--- src/hw/rtl/atsd_pkg.sv ---
// ----------------------------------------------------------------------------
// atsd_pkg
// Types, codes and constants of the tilt and shake detector.
// ----------------------------------------------------------------------------
package atsd_pkg;

  localparam int SAMPLE_W   = 16;
  localparam int AXIS_W     = 17;
  localparam int TILT_THR_W = 16;
  localparam int SHAKE_THR_W = 17;
  localparam int MAG_W      = 17;
  localparam int SQ_W       = 2 * AXIS_W;
  localparam int RES_W      = SQ_W + 1;
  localparam int SQRT_STEPS = SQ_W / 2;
  localparam int CFG_IDX_W  = 3;
  localparam int CFG_DATA_W = 17;
  localparam int IN_DATA_W  = 48;
  localparam int OUT_DATA_W = 56;
  localparam int QUEUE_DEPTH = 2;

  localparam logic [MAG_W-1:0]       ONE_G         = 17'd16384;
  localparam logic [TILT_THR_W-1:0]  TILT_THR_RST  = 16'd8192;
  localparam logic [SHAKE_THR_W-1:0] SHAKE_THR_RST = 17'd8192;

  localparam logic [CFG_IDX_W-1:0] REG_OFFSET_X  = 3'd0;
  localparam logic [CFG_IDX_W-1:0] REG_OFFSET_Y  = 3'd1;
  localparam logic [CFG_IDX_W-1:0] REG_OFFSET_Z  = 3'd2;
  localparam logic [CFG_IDX_W-1:0] REG_TILT_THR  = 3'd3;
  localparam logic [CFG_IDX_W-1:0] REG_SHAKE_THR = 3'd4;

  typedef enum logic [2:0] {
    DIR_FLAT  = 3'd0,
    DIR_RIGHT = 3'd1,
    DIR_LEFT  = 3'd2,
    DIR_UP    = 3'd3,
    DIR_DOWN  = 3'd4
  } dir_t;

  typedef enum logic {
    KIND_TILT  = 1'b0,
    KIND_SHAKE = 1'b1
  } kind_t;

  typedef enum logic [2:0] {
    ST_IDLE,
    ST_SQUARE,
    ST_ROOT,
    ST_DECIDE,
    ST_EMIT
  } back_state_t;

  typedef struct packed {
    logic signed [SAMPLE_W-1:0]    offset_x;
    logic signed [SAMPLE_W-1:0]    offset_y;
    logic signed [SAMPLE_W-1:0]    offset_z;
    logic        [TILT_THR_W-1:0]  tilt_threshold;
    logic        [SHAKE_THR_W-1:0] shake_threshold;
  } cfg_t;

  typedef struct packed {
    logic                     tilt_change;
    dir_t                     direction;
    logic signed [AXIS_W-1:0] x;
    logic signed [AXIS_W-1:0] y;
    logic signed [AXIS_W-1:0] z;
  } entry_t;

endpackage

--- src/hw/rtl/atsd_front.sv ---
// ----------------------------------------------------------------------------
// atsd_front
// Applies axis offsets, classifies tilt and flags direction changes.
// ----------------------------------------------------------------------------
module atsd_front (
  input  logic                                   clk,
  input  logic                                   rst,
  input  atsd_pkg::cfg_t                         cfg,
  input  logic                                   in_valid,
  output logic                                   in_ready,
  input  logic signed [atsd_pkg::SAMPLE_W-1:0]   x_sample,
  input  logic signed [atsd_pkg::SAMPLE_W-1:0]   y_sample,
  input  logic signed [atsd_pkg::SAMPLE_W-1:0]   z_sample,
  output logic                                   push,
  input  logic                                   queue_full,
  output atsd_pkg::entry_t                       entry
);

  localparam int CMP_W = atsd_pkg::AXIS_W + 1;

  atsd_pkg::dir_t prev_direction;
  atsd_pkg::dir_t dir;

  logic signed [atsd_pkg::AXIS_W-1:0] x_corr;
  logic signed [atsd_pkg::AXIS_W-1:0] y_corr;
  logic signed [atsd_pkg::AXIS_W-1:0] z_corr;
  logic signed [CMP_W-1:0] thr_pos;
  logic signed [CMP_W-1:0] thr_neg;
  logic signed [CMP_W-1:0] x_ext;
  logic signed [CMP_W-1:0] y_ext;

  assign x_corr = atsd_pkg::AXIS_W'(x_sample) + atsd_pkg::AXIS_W'(cfg.offset_x);
  assign y_corr = atsd_pkg::AXIS_W'(y_sample) + atsd_pkg::AXIS_W'(cfg.offset_y);
  assign z_corr = atsd_pkg::AXIS_W'(z_sample) + atsd_pkg::AXIS_W'(cfg.offset_z);

  assign thr_pos = $signed({2'b00, cfg.tilt_threshold});
  assign thr_neg = -thr_pos;
  assign x_ext   = CMP_W'(x_corr);
  assign y_ext   = CMP_W'(y_corr);

  always_comb begin
    priority if (x_ext > thr_pos) begin
      dir = atsd_pkg::DIR_RIGHT;
    end else if (x_ext < thr_neg) begin
      dir = atsd_pkg::DIR_LEFT;
    end else if (y_ext > thr_pos) begin
      dir = atsd_pkg::DIR_UP;
    end else if (y_ext < thr_neg) begin
      dir = atsd_pkg::DIR_DOWN;
    end else begin
      dir = atsd_pkg::DIR_FLAT;
    end
  end

  assign in_ready = !queue_full;
  assign push     = in_valid && in_ready;

  assign entry.tilt_change = (dir != prev_direction);
  assign entry.direction   = dir;
  assign entry.x           = x_corr;
  assign entry.y           = y_corr;
  assign entry.z           = z_corr;

  always_ff @(posedge clk) begin
    if (rst) begin
      prev_direction <= atsd_pkg::DIR_FLAT;
    end else if (push) begin
      prev_direction <= dir;
    end
  end

endmodule

--- src/hw/rtl/atsd_queue.sv ---
// ----------------------------------------------------------------------------
// atsd_queue
// Short register queue between the front and the back end.
// ----------------------------------------------------------------------------
module atsd_queue #(
  parameter int DEPTH = atsd_pkg::QUEUE_DEPTH
) (
  input  logic             clk,
  input  logic             rst,
  input  logic             push,
  input  atsd_pkg::entry_t push_entry,
  output logic             full,
  input  logic             pop,
  output logic             not_empty,
  output atsd_pkg::entry_t head
);

  localparam int PTR_W = (DEPTH > 1) ? $clog2(DEPTH) : 1;
  localparam int CNT_W = $clog2(DEPTH + 1);

  atsd_pkg::entry_t slots [DEPTH];
  logic [PTR_W-1:0] wr_ptr;
  logic [PTR_W-1:0] rd_ptr;
  logic [CNT_W-1:0] count;

  function automatic logic [PTR_W-1:0] wrap_inc(input logic [PTR_W-1:0] p);
    logic [PTR_W-1:0] r;
    if (p == PTR_W'(DEPTH - 1)) begin
      r = '0;
    end else begin
      r = p + PTR_W'(1);
    end
    return r;
  endfunction

  assign full      = (count == CNT_W'(DEPTH));
  assign not_empty = (count != '0);
  assign head      = slots[rd_ptr];

  always_ff @(posedge clk) begin
    if (push) begin
      slots[wr_ptr] <= push_entry;
    end
  end

  always_ff @(posedge clk) begin
    if (rst) begin
      wr_ptr <= '0;
      rd_ptr <= '0;
      count  <= '0;
    end else begin
      if (push) begin
        wr_ptr <= wrap_inc(wr_ptr);
      end
      if (pop) begin
        rd_ptr <= wrap_inc(rd_ptr);
      end
      unique case ({push, pop})
        2'b10:   count <= count + CNT_W'(1);
        2'b01:   count <= count - CNT_W'(1);
        default: count <= count;
      endcase
    end
  end

endmodule

--- src/hw/rtl/atsd_back.sv ---
// ----------------------------------------------------------------------------
// atsd_back
// Squared magnitude, iterative root, shake test and event output.
// ----------------------------------------------------------------------------
module atsd_back (
  input  logic                                    clk,
  input  logic                                    rst,
  input  logic [atsd_pkg::SHAKE_THR_W-1:0]        shake_threshold,
  input  logic                                    q_valid,
  input  atsd_pkg::entry_t                        q_head,
  output logic                                    q_pop,
  output logic                                    out_valid,
  input  logic                                    out_ready,
  output atsd_pkg::kind_t                         event_kind,
  output atsd_pkg::dir_t                          direction,
  output logic signed [atsd_pkg::AXIS_W-1:0]      x_corrected,
  output logic signed [atsd_pkg::AXIS_W-1:0]      y_corrected,
  output logic signed [atsd_pkg::AXIS_W-1:0]      z_corrected,
  output logic                                    last_of_run
);

  localparam int SQ_W  = atsd_pkg::SQ_W;
  localparam int RES_W = atsd_pkg::RES_W;
  localparam int AX_W  = atsd_pkg::AXIS_W;
  localparam int MAG_W = atsd_pkg::MAG_W;
  localparam int IT_W  = $clog2(atsd_pkg::SQRT_STEPS);

  atsd_pkg::back_state_t state;
  atsd_pkg::back_state_t state_next;

  atsd_pkg::entry_t cur;
  logic [1:0]       sq_cnt;
  logic [IT_W-1:0]  iter;
  logic [SQ_W-1:0]  prod;
  logic [SQ_W-1:0]  acc;
  logic [SQ_W-1:0]  rem;
  logic [RES_W-1:0] res;
  logic [SQ_W-1:0]  bitw;
  logic [MAG_W-1:0] prev_magnitude;
  logic             shake_pend;

  logic signed [AX_W-1:0] axis_sel;
  logic [AX_W-1:0]        axis_abs;
  logic [RES_W-1:0]       trial;
  logic                   take;
  logic [MAG_W-1:0]       mag;
  logic [MAG_W-1:0]       diff;
  logic                   shake;

  logic load_entry;
  logic load_tilt;
  logic load_shake;
  logic clear_pend;

  always_comb begin
    unique case (sq_cnt)
      2'd0:    axis_sel = cur.x;
      2'd1:    axis_sel = cur.y;
      default: axis_sel = cur.z;
    endcase
  end

  assign axis_abs = axis_sel[AX_W-1] ? AX_W'(-axis_sel) : AX_W'(axis_sel);
  assign trial    = res + RES_W'(bitw);
  assign take     = (RES_W'(rem) >= trial);
  assign mag      = res[MAG_W-1:0];
  assign diff     = (mag >= prev_magnitude) ? (mag - prev_magnitude) : (prev_magnitude - mag);
  assign shake    = (diff >= shake_threshold);

  always_ff @(posedge clk) begin
    if (rst) begin
      state <= atsd_pkg::ST_IDLE;
    end else begin
      state <= state_next;
    end
  end

  always_comb begin
    state_next = state;
    q_pop      = 1'b0;
    load_entry = 1'b0;
    load_tilt  = 1'b0;
    load_shake = 1'b0;
    clear_pend = 1'b0;
    out_valid  = 1'b0;
    unique case (state)
      atsd_pkg::ST_IDLE: begin
        if (q_valid) begin
          q_pop      = 1'b1;
          load_entry = 1'b1;
          state_next = atsd_pkg::ST_SQUARE;
        end
      end
      atsd_pkg::ST_SQUARE: begin
        if (sq_cnt == 2'd3) begin
          state_next = atsd_pkg::ST_ROOT;
        end
      end
      atsd_pkg::ST_ROOT: begin
        if (iter == IT_W'(atsd_pkg::SQRT_STEPS - 1)) begin
          state_next = atsd_pkg::ST_DECIDE;
        end
      end
      atsd_pkg::ST_DECIDE: begin
        if (cur.tilt_change) begin
          load_tilt  = 1'b1;
          state_next = atsd_pkg::ST_EMIT;
        end else if (shake) begin
          load_shake = 1'b1;
          state_next = atsd_pkg::ST_EMIT;
        end else begin
          state_next = atsd_pkg::ST_IDLE;
        end
      end
      atsd_pkg::ST_EMIT: begin
        out_valid = 1'b1;
        if (out_ready) begin
          if (shake_pend) begin
            load_shake = 1'b1;
            clear_pend = 1'b1;
          end else begin
            state_next = atsd_pkg::ST_IDLE;
          end
        end
      end
      default: state_next = atsd_pkg::ST_IDLE;
    endcase
  end

  // datapath
  always_ff @(posedge clk) begin
    if (load_entry) begin
      cur    <= q_head;
      sq_cnt <= '0;
      acc    <= '0;
    end
    if (state == atsd_pkg::ST_SQUARE) begin
      sq_cnt <= sq_cnt + 2'd1;
      if (sq_cnt != 2'd3) begin
        prod <= SQ_W'(axis_abs) * SQ_W'(axis_abs);
      end
      if (sq_cnt != 2'd0) begin
        acc <= acc + prod;
      end
      if (sq_cnt == 2'd3) begin
        rem  <= acc + prod;
        res  <= '0;
        bitw <= SQ_W'(1) << (SQ_W - 2);
        iter <= '0;
      end
    end
    if (state == atsd_pkg::ST_ROOT) begin
      iter <= iter + IT_W'(1);
      bitw <= bitw >> 2;
      if (take) begin
        rem <= rem - trial[SQ_W-1:0];
        res <= (res >> 1) + RES_W'(bitw);
      end else begin
        res <= res >> 1;
      end
    end
  end

  always_ff @(posedge clk) begin
    if (rst) begin
      prev_magnitude <= atsd_pkg::ONE_G;
      shake_pend     <= 1'b0;
    end else begin
      if (state == atsd_pkg::ST_DECIDE) begin
        prev_magnitude <= mag;
        shake_pend     <= cur.tilt_change && shake;
      end else if (clear_pend) begin
        shake_pend <= 1'b0;
      end
    end
  end

  always_ff @(posedge clk) begin
    if (load_tilt) begin
      event_kind  <= atsd_pkg::KIND_TILT;
      direction   <= cur.direction;
      x_corrected <= cur.x;
      y_corrected <= cur.y;
      z_corrected <= cur.z;
      last_of_run <= !shake;
    end else if (load_shake) begin
      event_kind  <= atsd_pkg::KIND_SHAKE;
      direction   <= atsd_pkg::DIR_FLAT;
      x_corrected <= '0;
      y_corrected <= '0;
      z_corrected <= '0;
      last_of_run <= 1'b1;
    end
  end

endmodule

--- src/hw/rtl/accel_tilt_shake_detector_top.sv ---
// ----------------------------------------------------------------------------
// accel_tilt_shake_detector_top
// Accelerometer tilt and shake detector with stream ports.
// ----------------------------------------------------------------------------
// Samples enter on the s_axis channel, one three-axis request per transfer.
// Each sample is offset corrected and tilt classified on acceptance, then
// queued. The back end squares and sums the axes, takes the floor root one
// result bit per cycle and decides the events. A sample yields zero, one or
// two events on m_axis: a tilt event when the direction changes, then a shake
// event when the magnitude moved by at least the shake threshold; tlast marks
// the final event of a sample. The first event follows the square, root and
// decide states; the back end takes a new sample only once the events of the
// last one are taken. Two queued samples let the input keep accepting while
// the back end works or while m_axis is stalled; a stalled event holds until
// taken. Reset clears the queue, sets direction to flat, magnitude to one g
// and the registers to their defaults. The user must write the registers
// through cfg_we only while idle; the block itself does not enforce this.
// ----------------------------------------------------------------------------
module accel_tilt_shake_detector_top #(
  parameter int QUEUE_DEPTH = atsd_pkg::QUEUE_DEPTH
) (
  input  logic                                 clk,
  input  logic                                 rst,
  input  logic                                 s_axis_tvalid,
  output logic                                 s_axis_tready,
  // x_sample[15:0], y_sample[31:16], z_sample[47:32]
  input  logic [atsd_pkg::IN_DATA_W-1:0]       s_axis_tdata,
  output logic                                 m_axis_tvalid,
  input  logic                                 m_axis_tready,
  // direction[2:0], x_corrected[19:3], y_corrected[36:20], z_corrected[53:37], zero pad
  output logic [atsd_pkg::OUT_DATA_W-1:0]      m_axis_tdata,
  // event_kind[0]
  output logic                                 m_axis_tuser,
  // last_of_run
  output logic                                 m_axis_tlast,
  input  logic                                 cfg_we,
  input  logic [atsd_pkg::CFG_IDX_W-1:0]       cfg_index,
  input  logic [atsd_pkg::CFG_DATA_W-1:0]      cfg_data
);

  localparam int SW = atsd_pkg::SAMPLE_W;

  atsd_pkg::cfg_t   cfg;
  atsd_pkg::entry_t push_entry;
  atsd_pkg::entry_t head;
  logic             push;
  logic             full;
  logic             not_empty;
  logic             pop;

  atsd_pkg::kind_t             event_kind;
  atsd_pkg::dir_t              direction;
  logic signed [atsd_pkg::AXIS_W-1:0] x_corrected;
  logic signed [atsd_pkg::AXIS_W-1:0] y_corrected;
  logic signed [atsd_pkg::AXIS_W-1:0] z_corrected;

  always_ff @(posedge clk) begin
    if (rst) begin
      cfg.offset_x        <= '0;
      cfg.offset_y        <= '0;
      cfg.offset_z        <= '0;
      cfg.tilt_threshold  <= atsd_pkg::TILT_THR_RST;
      cfg.shake_threshold <= atsd_pkg::SHAKE_THR_RST;
    end else if (cfg_we) begin
      unique case (cfg_index)
        atsd_pkg::REG_OFFSET_X:  cfg.offset_x        <= cfg_data[SW-1:0];
        atsd_pkg::REG_OFFSET_Y:  cfg.offset_y        <= cfg_data[SW-1:0];
        atsd_pkg::REG_OFFSET_Z:  cfg.offset_z        <= cfg_data[SW-1:0];
        atsd_pkg::REG_TILT_THR:  cfg.tilt_threshold  <= cfg_data[atsd_pkg::TILT_THR_W-1:0];
        atsd_pkg::REG_SHAKE_THR: cfg.shake_threshold <= cfg_data;
        default: ;
      endcase
    end
  end

  atsd_front u_front (
    .clk        (clk),
    .rst        (rst),
    .cfg        (cfg),
    .in_valid   (s_axis_tvalid),
    .in_ready   (s_axis_tready),
    .x_sample   (s_axis_tdata[SW-1:0]),
    .y_sample   (s_axis_tdata[2*SW-1:SW]),
    .z_sample   (s_axis_tdata[3*SW-1:2*SW]),
    .push       (push),
    .queue_full (full),
    .entry      (push_entry)
  );

  atsd_queue #(
    .DEPTH (QUEUE_DEPTH)
  ) u_queue (
    .clk        (clk),
    .rst        (rst),
    .push       (push),
    .push_entry (push_entry),
    .full       (full),
    .pop        (pop),
    .not_empty  (not_empty),
    .head       (head)
  );

  atsd_back u_back (
    .clk             (clk),
    .rst             (rst),
    .shake_threshold (cfg.shake_threshold),
    .q_valid         (not_empty),
    .q_head          (head),
    .q_pop           (pop),
    .out_valid       (m_axis_tvalid),
    .out_ready       (m_axis_tready),
    .event_kind      (event_kind),
    .direction       (direction),
    .x_corrected     (x_corrected),
    .y_corrected     (y_corrected),
    .z_corrected     (z_corrected),
    .last_of_run     (m_axis_tlast)
  );

  assign m_axis_tuser = event_kind;
  assign m_axis_tdata = {2'b00, z_corrected, y_corrected, x_corrected, direction};

endmodule

--- config.mk ---
export PLATFORM = sky130hd
export DESIGN_NAME = accel_tilt_shake_detector_top
export DESIGN_NICKNAME = d
export VERILOG_FILES = /design/src/hw/rtl/atsd_pkg.sv /design/src/hw/rtl/atsd_front.sv /design/src/hw/rtl/atsd_queue.sv /design/src/hw/rtl/atsd_back.sv /design/src/hw/rtl/accel_tilt_shake_detector_top.sv
export SDC_FILE = /design/constraint.sdc
export NUM_CORES = 2
export LEC_CHECK = 0
export ABC_CLOCK_PERIOD_IN_PS = 26600
export BUFFER_PORTS_ARGS = -buffer_cell sky130_fd_sc_hd__buf_2
export CAP_MARGIN = 0
export CORE_MARGIN = 1.5
export CORE_UTILIZATION = 42
export CTS_CLUSTER_DIAMETER = 60
export DETAILED_ROUTE_END_ITERATION = 10
export GPL_ROUTABILITY_DRIVEN = 0
export PLACE_DENSITY = 0.58
export SLEW_MARGIN = 20
export SYNTH_ARGS = -nofsm -noshare
export SYNTH_HDL_FRONTEND = slang
export SYNTH_SLANG_ARGS = --single-unit
--- constraint.sdc ---
create_clock -name clk -period 26.6 [get_ports clk]
set_input_delay 5.32 -clock clk [delete_from_list [all_inputs] [get_ports clk]]
set_output_delay 5.32 -clock clk [all_outputs]
set_load 0.005 [all_outputs]
# Word-level counts from Yosys, hierarchy flattened
# Memory sizes are Yosys's and may differ from the RTL's. A register that Yosys moved wholly into a read port is not among the register bits.
# Cells that the tools add are included.
# op_classes
add_sub_neg	17
mul	1
order_cmp	7
n_eq_ne	21
muxes	60
n_reduce_logical	24
# op_table
cell	n
$mux W34	7
$mux W35	4
$mux W17	6
$mux W32	2
$add A16 B16 Y17	3
$mux W3	13
$lt A17 B18 Y1	2
$add A34 B33 Y35	1
$add A35 B33 Y35	1
$ge A34 B35 Y1	1
$add A34 B34 Y34	1
$ge A17 B17 Y1	2
$gt A17 B17 Y1	2
$mul A17 B17 Y34	1
$pmux W17 S2	1
$sub A17 B17 Y17	2
$sub A34 B34 Y34	1
$mux W31	1
$mux W1	18
$neg A16 Y18	1
$neg A17 Y17	1
$reduce_and A2 Y1	8
$reduce_bool A2 Y1	8
$mux W5	3
22 further kinds	40
# word_totals
regBits	342
ramBits	110
in_bits	73
out_inout_bits	60
wordCells	158
n_memories	1
# mem_list
memory	depth	width	rd	rd_clocked_by_memory_dff	wr	line_no	source
u_queue.slots	2	55	1	1	1	atsd_queue.sv:21	atsd_pkg::entry_t slots [DEPTH];

# Longest topological paths before layout
# depth
depth_word	8
depth_mapped	39
depth_no_buf	35

# By module
# A second synthesis with hierarchy kept.
# unflattened
cells_unflattened	3834
hier_area_um2	37738.7
# modules_own_cells
mod	instances	cells_per_inst	area_each_um2	seq_area_each_um2
atsd_back	1	2823	26276.5	7857.5
atsd_queue	1	193	4172.8	3403.3
atsd_front	1	526	4033.9	60.1
accel_tilt_shake_detector_top	1	292	3255.6	1621.6

# Worst setup path after synthesis
# OpenSTA, ideal clock, no wires.
# synth_path
path_type	input to register
from	input port s_axis_tdata[1] (netlist name)
to	memory u_queue.slots[0][54] (netlist name), data pin
setup_time_ns	0.259
arrival_ns	9.250
required_time_ns	26.341
path_slack_ns	17.092
stages	19
path_buffers	0
path_cell_list	ha_1 -> a21o_1 -> a21oi_1 -> o21bai_1 -> a21oi_1 -> o21bai_1 -> a211o_1 -> a2111oi_0 -> nor3_1 -> xor2_1 -> ha_1 -> o211ai_1 -> nor3_1 -> o21ai_1 -> a311oi_1 -> o21ai_0 -> nand2b_1 -> or4_1 -> a31o_1
# synth_rtl
item	line_no	source
start, declared	accel_tilt_shake_detector_top.sv:27	input logic [atsd_pkg::IN_DATA_W-1:0] s_axis_tdata,
end, declared	atsd_queue.sv:21	

# Worst setup path after layout
# layout_path
from	register u_back.sq_cnt[0]
to	register u_back.prod[33], data pin
# layout_between
elab_chain_len	5
elab_cells_between_ends	6
classes_between	add/sub (1); mul (1); eq/ne (1); mux (2); reduce/logical (1)
# layout_lines
item	line_no	source
start, declared	atsd_back.sv:32	logic [1:0] sq_cnt;
start signal, assigned	atsd_back.sv:138	sq_cnt <= sq_cnt + 2'd1;
$eq A2 B1 Y1 / $logic_not A2 Y1 (equally long branches)	atsd_back.sv:56	unique case (sq_cnt)
$pmux W17 S2 *	atsd_back.sv:56	
$neg A17 Y17	atsd_back.sv:63	assign axis_abs = axis_sel[AX_W-1] ? AX_W'(-axis_sel) : AX_W'(axis_sel);
$mux W17 *	atsd_back.sv:63	
$mul A17 B17 Y34 *	atsd_back.sv:140	prod <= SQ_W'(axis_abs) * SQ_W'(axis_abs);
end signal, assigned	atsd_back.sv:140	
end, declared	atsd_back.sv:34	logic [SQ_W-1:0] prod;
# Every way passes the cells marked *; elsewhere a longest branch is shown, timed or not.
# A chain may end at the register's enable or synchronous reset.

==> flow_summary.ini <==
[grt]
grt.busiest_layer = met2
antenna_found_initial = 2
overflow = 0
track_usage = 0.2089
grt_pass1_wl_um = 148300
use_met1 = 0.2921
grt_pass1_vias = 26741
grt_max_degree = 101
use_met2 = 0.3374
grt_util_met3 = 0.02703

[place]
dpl-instance-area_um2 = 38940
dp_hpwl_um = 73070
port-buffer-count = 130

[sta]
worst_pin_slew_ns = 1.074
fmax_mhz = 99.17
skew_ns = 0.04157
fin_crit_ns = 10.08
fin_setup_tns_ns = 0
finalCritPeriodShare = 0.3791
rsz0062_at_grt = false
hold_viol = 0
drv_slew = 0
maxSlewHeadroom = 0.2842
setup_viol = 0

[critical_path]
worstPathArrival_ns = 10.47
worst_path_most_repeated_cell = fa_1
cp-end-kind = register
cp-start-kind = register
cp.required_ns = 26.98
max_stage_delay_ns = 0.62
path_buf_inv = 5
worstPathMaxFanout = 18
cp_slowest_cell = a2111oi_0
critical_path_class = register to register
path_delay_family = adder cells

[cts]
cts_made_buffers = 59
path_clk_slew_ns = 0.06
htreeDepth = 2
ctsLongestPathBuffers = 3
clock_sinks = 490
cts_tree = yes
postCtsSetupRepairBufs = 0
clock_latency_ns = 0.66
ctsHoldBuffers = 0
cts_resized = 0
cts_root_buffer = clkbuf_16

[logic_synthesis]
post_synth.cell_area_avg_um2 = 9.693
yosys-top-cells-count = nand2_1 (444), inv_1 (383), ha_1 (380)
yosys.area.top_type = edfxtp_1
synth_area_leaders = edfxtp_1 (25%), ha_1 (13%), fa_1 (11%)
yosysMostFrequentCell = nand2_1
ys_types = 102
synth-edff-count = 311
synthCells = 3829
ys_ff_latch = 490
synth_top_area_share = 0.2516
async_reset_ff_frac = 0
syn_area_um2 = 37110
synth_ff_type = edfxtp_1
ys_warn_count = 0
yosysSeqAreaShare = 0.3482

[floorplan]
fp.dieArea_um2 = 90160
die_x_um = 300.3
die_h_um = 300.3
ioPinCount = 133
initial_core_util = 0.4258
core_um2 = 87160
num_rows = 108

[routing]
wl_um = 94570
vias_per_cell = 5.351
drtAntennaViolNets = 0
dr.pass1.iters = 5
routedWlPerCell_um = 18.41
drc_errors = 0
drt_iter0_drc = 1738
vias = 27486

[flow_run]
cap_violations = 0

[layout]
fin_area_um2 = 41060
final_nets = 4580
drive_above_1_share = 0.09673
area_delta_synth_final_pct = 10.64
finish.utilization = 0.4711

[hold_path]
hold_path.class = register to register

[run_status]
run_status = completed
==> cell families (layout without fill, tap and decap cells) <==
| group | after synthesis | after routing | synth area share |
|---|---|---|---|
| and+or+nand+nor | 1075 | 1075 | 0.1333 |
| AOI/OAI and AO/OA | 821 | 821 | 0.1438 |
| adders and majority gates | 577 | 577 | 0.2344 |
| buffers and inverters | 528 | 667 | 0.05505 |
| DFF | 490 | 490 | 0.3482 |
| xor gates and xnor gates | 238 | 238 | 0.05677 |
| muxes | 98 | 98 | 0.02835 |
| other | 2 | 16 | 0.0002023 |
==> worst min-delay path: cells and delay by family, from the launching register on <==
family | cells | cell delay [ns]
flip-flops | 1 | 0.31
AND/OR/NAND/NOR | 1 | 0.05
AO/OA/AOI/OAI | 1 | 0.05
==> cells in the final DEF (no fill, tap or decap), types with 27 or more instances in the layout <==
cell type  Yosys  routed
a211oi_1      28      28
a22o_1        48      48
edfxtp_1     311     311
nor3_1        48      48
a21o_1        79      79
xnor2_1      153     153
o21bai_1      27      27
nand2_1      444     442
xor2_1        82      82
ha_1         380     380
nand3_1       47      47
o21ai_1       41      41
o21a_1        40      40
buf_2         22     129
clkbuf_16      0      60
inv_1        383     382
mux2_2        56      56
a31oi_1       45      45
or3_1         34      34
o21ai_0      107     107
nor2b_1       27      27
nor2_1       261     256
a21oi_1      275     275
dfxtp_1      179     178
mux2i_1       41      41
and3_1        91      90
nand4_1       38      38
fa_1         197     197
==> through the flow <==
step / setup WS, ns / std cells / hold slack (ns)
floorplan: 17.09 / 3841 / 0.4318
global placement: 16.52 / 5024 / 0.4436
detailed placement: 16.53 / 5024 / 0.4470
CTS: 16.56 / 5135 / 0.4551
global route: 15.87 / 5135 / 0.4693
finish: 16.52 / 5137 / 0.4526
==> routing by layer <==
layer | vias to the layer above | part of all wire
met5 | - | 0
met4 | 0 | 0.031
met3 | 148 | 0.049
met2 | 605 | 0.46
met1 | 13180 | 0.46
li1 | 13553 | -
==> registers in the layout, summed over array words and instances (netlist names) <==
| signal | count |
|---|---|
| u_back.rem | 34 |
| u_queue.count | 2 |
| u_queue.slots | 110 |
| u_back.event_kind | 1 |
| u_back.shake_pend | 1 |
| cfg | 81 |
| u_back.bitw | 17 |
| u_back.y_corrected | 17 |
| u_back.sq_cnt | 2 |
| u_back.last_of_run | 1 |
| u_back.x_corrected | 17 |
| u_back.prev_magnitude | 17 |
| u_queue.wr_ptr | 1 |
| u_queue.rd_ptr | 1 |
| u_back.state | 3 |
| u_back.res | 35 |
| u_back.prod | 33 |
| u_back.z_corrected | 17 |
| u_back.direction | 3 |
| u_front.prev_direction | 3 |
| u_back.cur | 55 |
| u_back.acc | 34 |
| u_back.iter | 5 |
==> layout make-up <==
type                    count  area, um2
clock buffers              69       1569
clock inverters            42      543.0
well taps                1155       1445
multi-input cells        2823      22240
repair buffers            153      829.5
flip-flops and latches    490      12920
inverters                 403       1513
diodes                      2      5.005
fillers                  8271      46100
==> final timing paths <==
path,slack [ns],from,endpoint,cells after the start
setup / recovery,16.52,u_back.sq_cnt[0]$_SDFFCE_PN0P_,u_back.prod[33]$_DFFE_PP_,32
setup reg to reg,16.52,u_back.sq_cnt[0]$_SDFFCE_PN0P_,u_back.prod[33]$_DFFE_PP_,32
hold / removal,0.45,cfg[10]$_SDFFE_PP0P_,cfg[10]$_SDFFE_PP0P_,2
hold reg to reg,0.45,cfg[10]$_SDFFE_PP0P_,cfg[10]$_SDFFE_PP0P_,2
Power is left out: the tool's default activity adds up to more than one toggle a clock period on the data nets, which glitch-free logic cannot reach.
